--- src/hw/rtl/hcac_ram.sv ---
// ----------------------------------------------------------------------------
// hcac_ram: generic single-port synchronous RAM
// One write or read per cycle, read data registered.
// ----------------------------------------------------------------------------
`default_nettype none

module hcac_ram #(
    parameter int WIDTH = 26,
    parameter int DEPTH = 128
) (
    input  wire logic                     i_clk,
    input  wire logic                     i_we,
    input  wire logic [$clog2(DEPTH)-1:0] i_addr,
    input  wire logic [WIDTH-1:0]         i_wdata,
    output logic      [WIDTH-1:0]         o_rdata
);

    logic [WIDTH-1:0] r_mem [DEPTH];

    always_ff @(posedge i_clk) begin
        if (i_we) begin
            r_mem[i_addr] <= i_wdata;
        end
        o_rdata <= r_mem[i_addr];
    end

endmodule

`default_nettype wire

--- config.mk ---
export PLATFORM = sky130hd
export DESIGN_NAME = hcac_ram
export DESIGN_NICKNAME = d
export VERILOG_FILES = /design/src/hw/rtl/hcac_ram.sv
export SDC_FILE = /design/constraint.sdc
export NUM_CORES = 2
export LEC_CHECK = 0
export BUFFER_PORTS_ARGS = -buffer_cell sky130_fd_sc_hd__buf_4
export CORE_MARGIN = 1.5
export CORE_UTILIZATION = 45
export CTS_CLUSTER_SIZE = 40
export DETAILED_ROUTE_END_ITERATION = 6
export PLACE_DENSITY_LB_ADDON = 0.12
export SETUP_SLACK_MARGIN = 0.2
export SYNTH_ARGS = -nofsm -noshare
export SYNTH_HDL_FRONTEND = slang
export SYNTH_SLANG_ARGS = --single-unit
--- constraint.sdc ---
create_clock -name i_clk -period 7.12 [get_ports i_clk]
set_clock_uncertainty 0.15 [all_clocks]
set_input_delay 0.712 -clock i_clk [delete_from_list [all_inputs] [get_ports i_clk]]
set_output_delay 0.712 -clock i_clk [all_outputs]
set_load 0.005 [all_outputs]
==> run summary <==
H-tree Lvls: 5
First-pass GRT wire length: 609000 um
Synth warn: 0
Pwr dens: 290 nW/um^2
Worst setup EP type: flip-flop
GRT overflow: 0
Largest net degree at the start of global routing: 129
Initial DRC Count: 11900
Hold buffer count at cts: 2
Core box area: 285000 um^2
Vias post-DR: 77400
P_sw: 9.87 mW
VDD IR max: 0.219 mV
Avg Cell Area, Syn: 17.4 um^2
TritonCTS clock tree: done
Max-slew headroom: -9.45%
Row cnt: 196
Post-synth EDFFs: 3328
Flops & latches, synth: 3354
I/O Buffers: 60
Failing checks: design-rule violations, max-capacitance violations, max-slew violations
Worst Path Arrival: 5.47 ns
Seq/Total Area, Yosys: 77.8%
Clock Root Buffer: clkbuf_16
Gr usage total: 29.8%
Resized cells post-CTS: 0
Period utilisation layout: 68.5%
Clk_lat worst skew: 0.97 ns
Synthesized Nets: 7474
Layout cell share with drive strength beyond 1: 17.2%
Comb power frac: 6.0%
Die H: 539 um
Synth cell types: 72
Routed Antenna Nets: 0
I/O pins: 61
Net Sw Frac: 23.3%
DR DRC count: 3
Outcome: complete, but fails checks
CP max FO: 71
Area of the multi-input gates: 26200 um^2
Cell count after synthesis: 7439
LEAKAGE: 45.2 nW
Nets: 7636
Post-DR vias/cell: 6.64
Fin. max-slew vios: 3
Syn-to-layout area delta: 13.1%
# fillers: 23100
Clock sinks: 3354
Hold WC Path Type: in -> reg
Most frequent cells in the layout: edfxtp_1, a221oi_1, buf_4
Sequential Area: 100000 um^2
# setup viols final: 0
Die width: 539 um
Ys flop type: edfxtp_1
Final hold violations: 0
RSZ-0062 raised after global routing: false
Post-route setup TNS: 0 ns
Commonest non-fill, non-tap cell in the layout: edfxtp_1
FMAX: 0.205 GHz
Initial cell density of the core: 45.3%
Part of the power in registers: 51.7%
Dpl hpwl: 257000 um
Final cell count without fillers: 11700
DR pass1 iterations: 7
Internal power: 32.5 mW
Minimum clock period after layout: 4.88 ns
Final WL: 442000 um
Worst-case clock buffer depth: 4
Die area: 290000 um^2
Worst-path clk slew: 0.06 ns
Total power: 42.4 mW
# Post-CTS Setup Buffers: 0
Number of max-cap violations: 1
Dpl cells: 11000
Antenna violations before repair: 39
Post-synthesis cell area: 129000 um^2
GPL Wtd Cong: 0.897
Crit path required time: 7.71 ns
Setup CP Type: in -> reg
CP Launch Type: input port
Routed WL per cell: 37.9 um
Post-synth ARST share: 0%
Clock power share: 42.3%
CTS Buf Count: 352
Vias in the first global route: 73500
Slew @ Worst Pin: 1.63 ns
==> Yosys cell counts (9+ instances only) <==
cell type  instances  area, um^2
a221oi_1         599        5250
o221ai_1          35         307
nand2_1          141         529
nor3b_1           18         135
a211oi_1          91         683
a21oi_1          365        1830
buf_1             69         259
clkbuf_1         212         796
mux2i_1          174        1740
nand3b_1          37         278
nor2b_1          113         707
nor3_1            34         170
edfxtp_1        3328       99900
nand3_1           20         100
o311ai_0          17         149
buf_2            241        1210
o211ai_1          50         375
a211o_1           24         210
a31oi_1           10        62.6
buf_6             38         428
buf_4             34         255
o2bb2ai_1         21         184
nor4_1            21         131
a221oi_2          10         150
mux2_2           229        2580
nor2_1           299        1120
nand4bb_1          9         101
and3_1            24         150
mux4_2            37         833
o21ai_1            9        45.0
a22o_1            38         333
dfxtp_1           26         521
a2111oi_0         32         280
mux2_1            21         236
a222oi_1          20         200
or3b_2            10        87.6
nand2b_1          14        87.6
a221o_1           87         871
o21ai_0          322        1610
or4_1             20         150
a22oi_1          351        2640
o22ai_1           97         607
==> registers in the layout, indices dropped and copies added (netlist names) <==
name,count
o_rdata,26
r_mem,3328
==> cells by family after synthesis <==
kind of cell | count (synthesis) | synth area share (%)
DFF | 3354 | 77.8
AOI/OAI and AO/OA | 2232 | 12.6
and+or+nand+nor | 792 | 3.11
buffers and inverters | 600 | 2.30
muxes | 461 | 4.18
==> critical path, cell delays in order <==
cell and delay (ns):
buf_8 0.57, buf_4 0.62, nor2_4 0.19, buf_4 0.31, buf_4 0.40, buf_4 0.36
a22oi_1 0.18, o22ai_1 0.09, or4_1 0.58, o311ai_1 0.97, o2111ai_1 0.24
==> metrics by stage <==
step	instance area, um^2	hold slack [ns]	setup WS (ns)	utilization, %
floorplan	129000	0.454	2.57	-
global placement	135000	0.641	1.51	47.2
detailed placement	135000	0.631	1.48	47.2
CTS	146000	0.00812	2.45	51.2
global route	146000	0.0280	2.33	51.2
finish	146000	0.0567	2.24	51.2
==> worst paths after layout <==
check,start,slack [ns],endpoint,depth (start not counted)
setup / recovery,i_addr[2],2.24,o_rdata[24]$_DFF_P_,11
hold / removal,i_wdata[7],0.06,r_mem[119][7]$_DFFE_PP_,1
setup reg to reg,r_mem[71][2]$_DFFE_PP_,3.20,o_rdata[2]$_DFF_P_,5
hold reg to reg,r_mem[5][23]$_DFFE_PP_,0.64,o_rdata[23]$_DFF_P_,3
==> cell type report <==
type,instances,share of cell area [%]
Sequential cell,3354,68.8
Multi-Input combinational cell,3485,18.0
Clock buffer,433,6.31
Tap cell,3762,3.22
Timing Repair Buffer,402,2.29
Clock inverter,214,1.35
Inverter,6,0.0283
Antenna cell,12,0.0206
==> power by group through the flow <==
stage | logic (mW) | registers, mW | clock network, mW
after global routing | 2.60 | 21.9 | 18.9
after detailed placement | 2.48 | 22.3 | 0
after global placement | 2.46 | 22.3 | 0
final | 2.52 | 21.9 | 17.9
after floorplan | 1.12 | 22.2 | 0
after CTS | 2.49 | 21.9 | 18.1
==> routing by layer <==
layer	vias up	share of wire, %	GRT usage (%)
li1	31300	-	-
met1	40800	41	42.5
met2	4593	46	45.9
met3	696	9.7	5.61
met4	8	3.9	10.6
met5	-	0.012	0
Power figures use the tool's default switching activity.
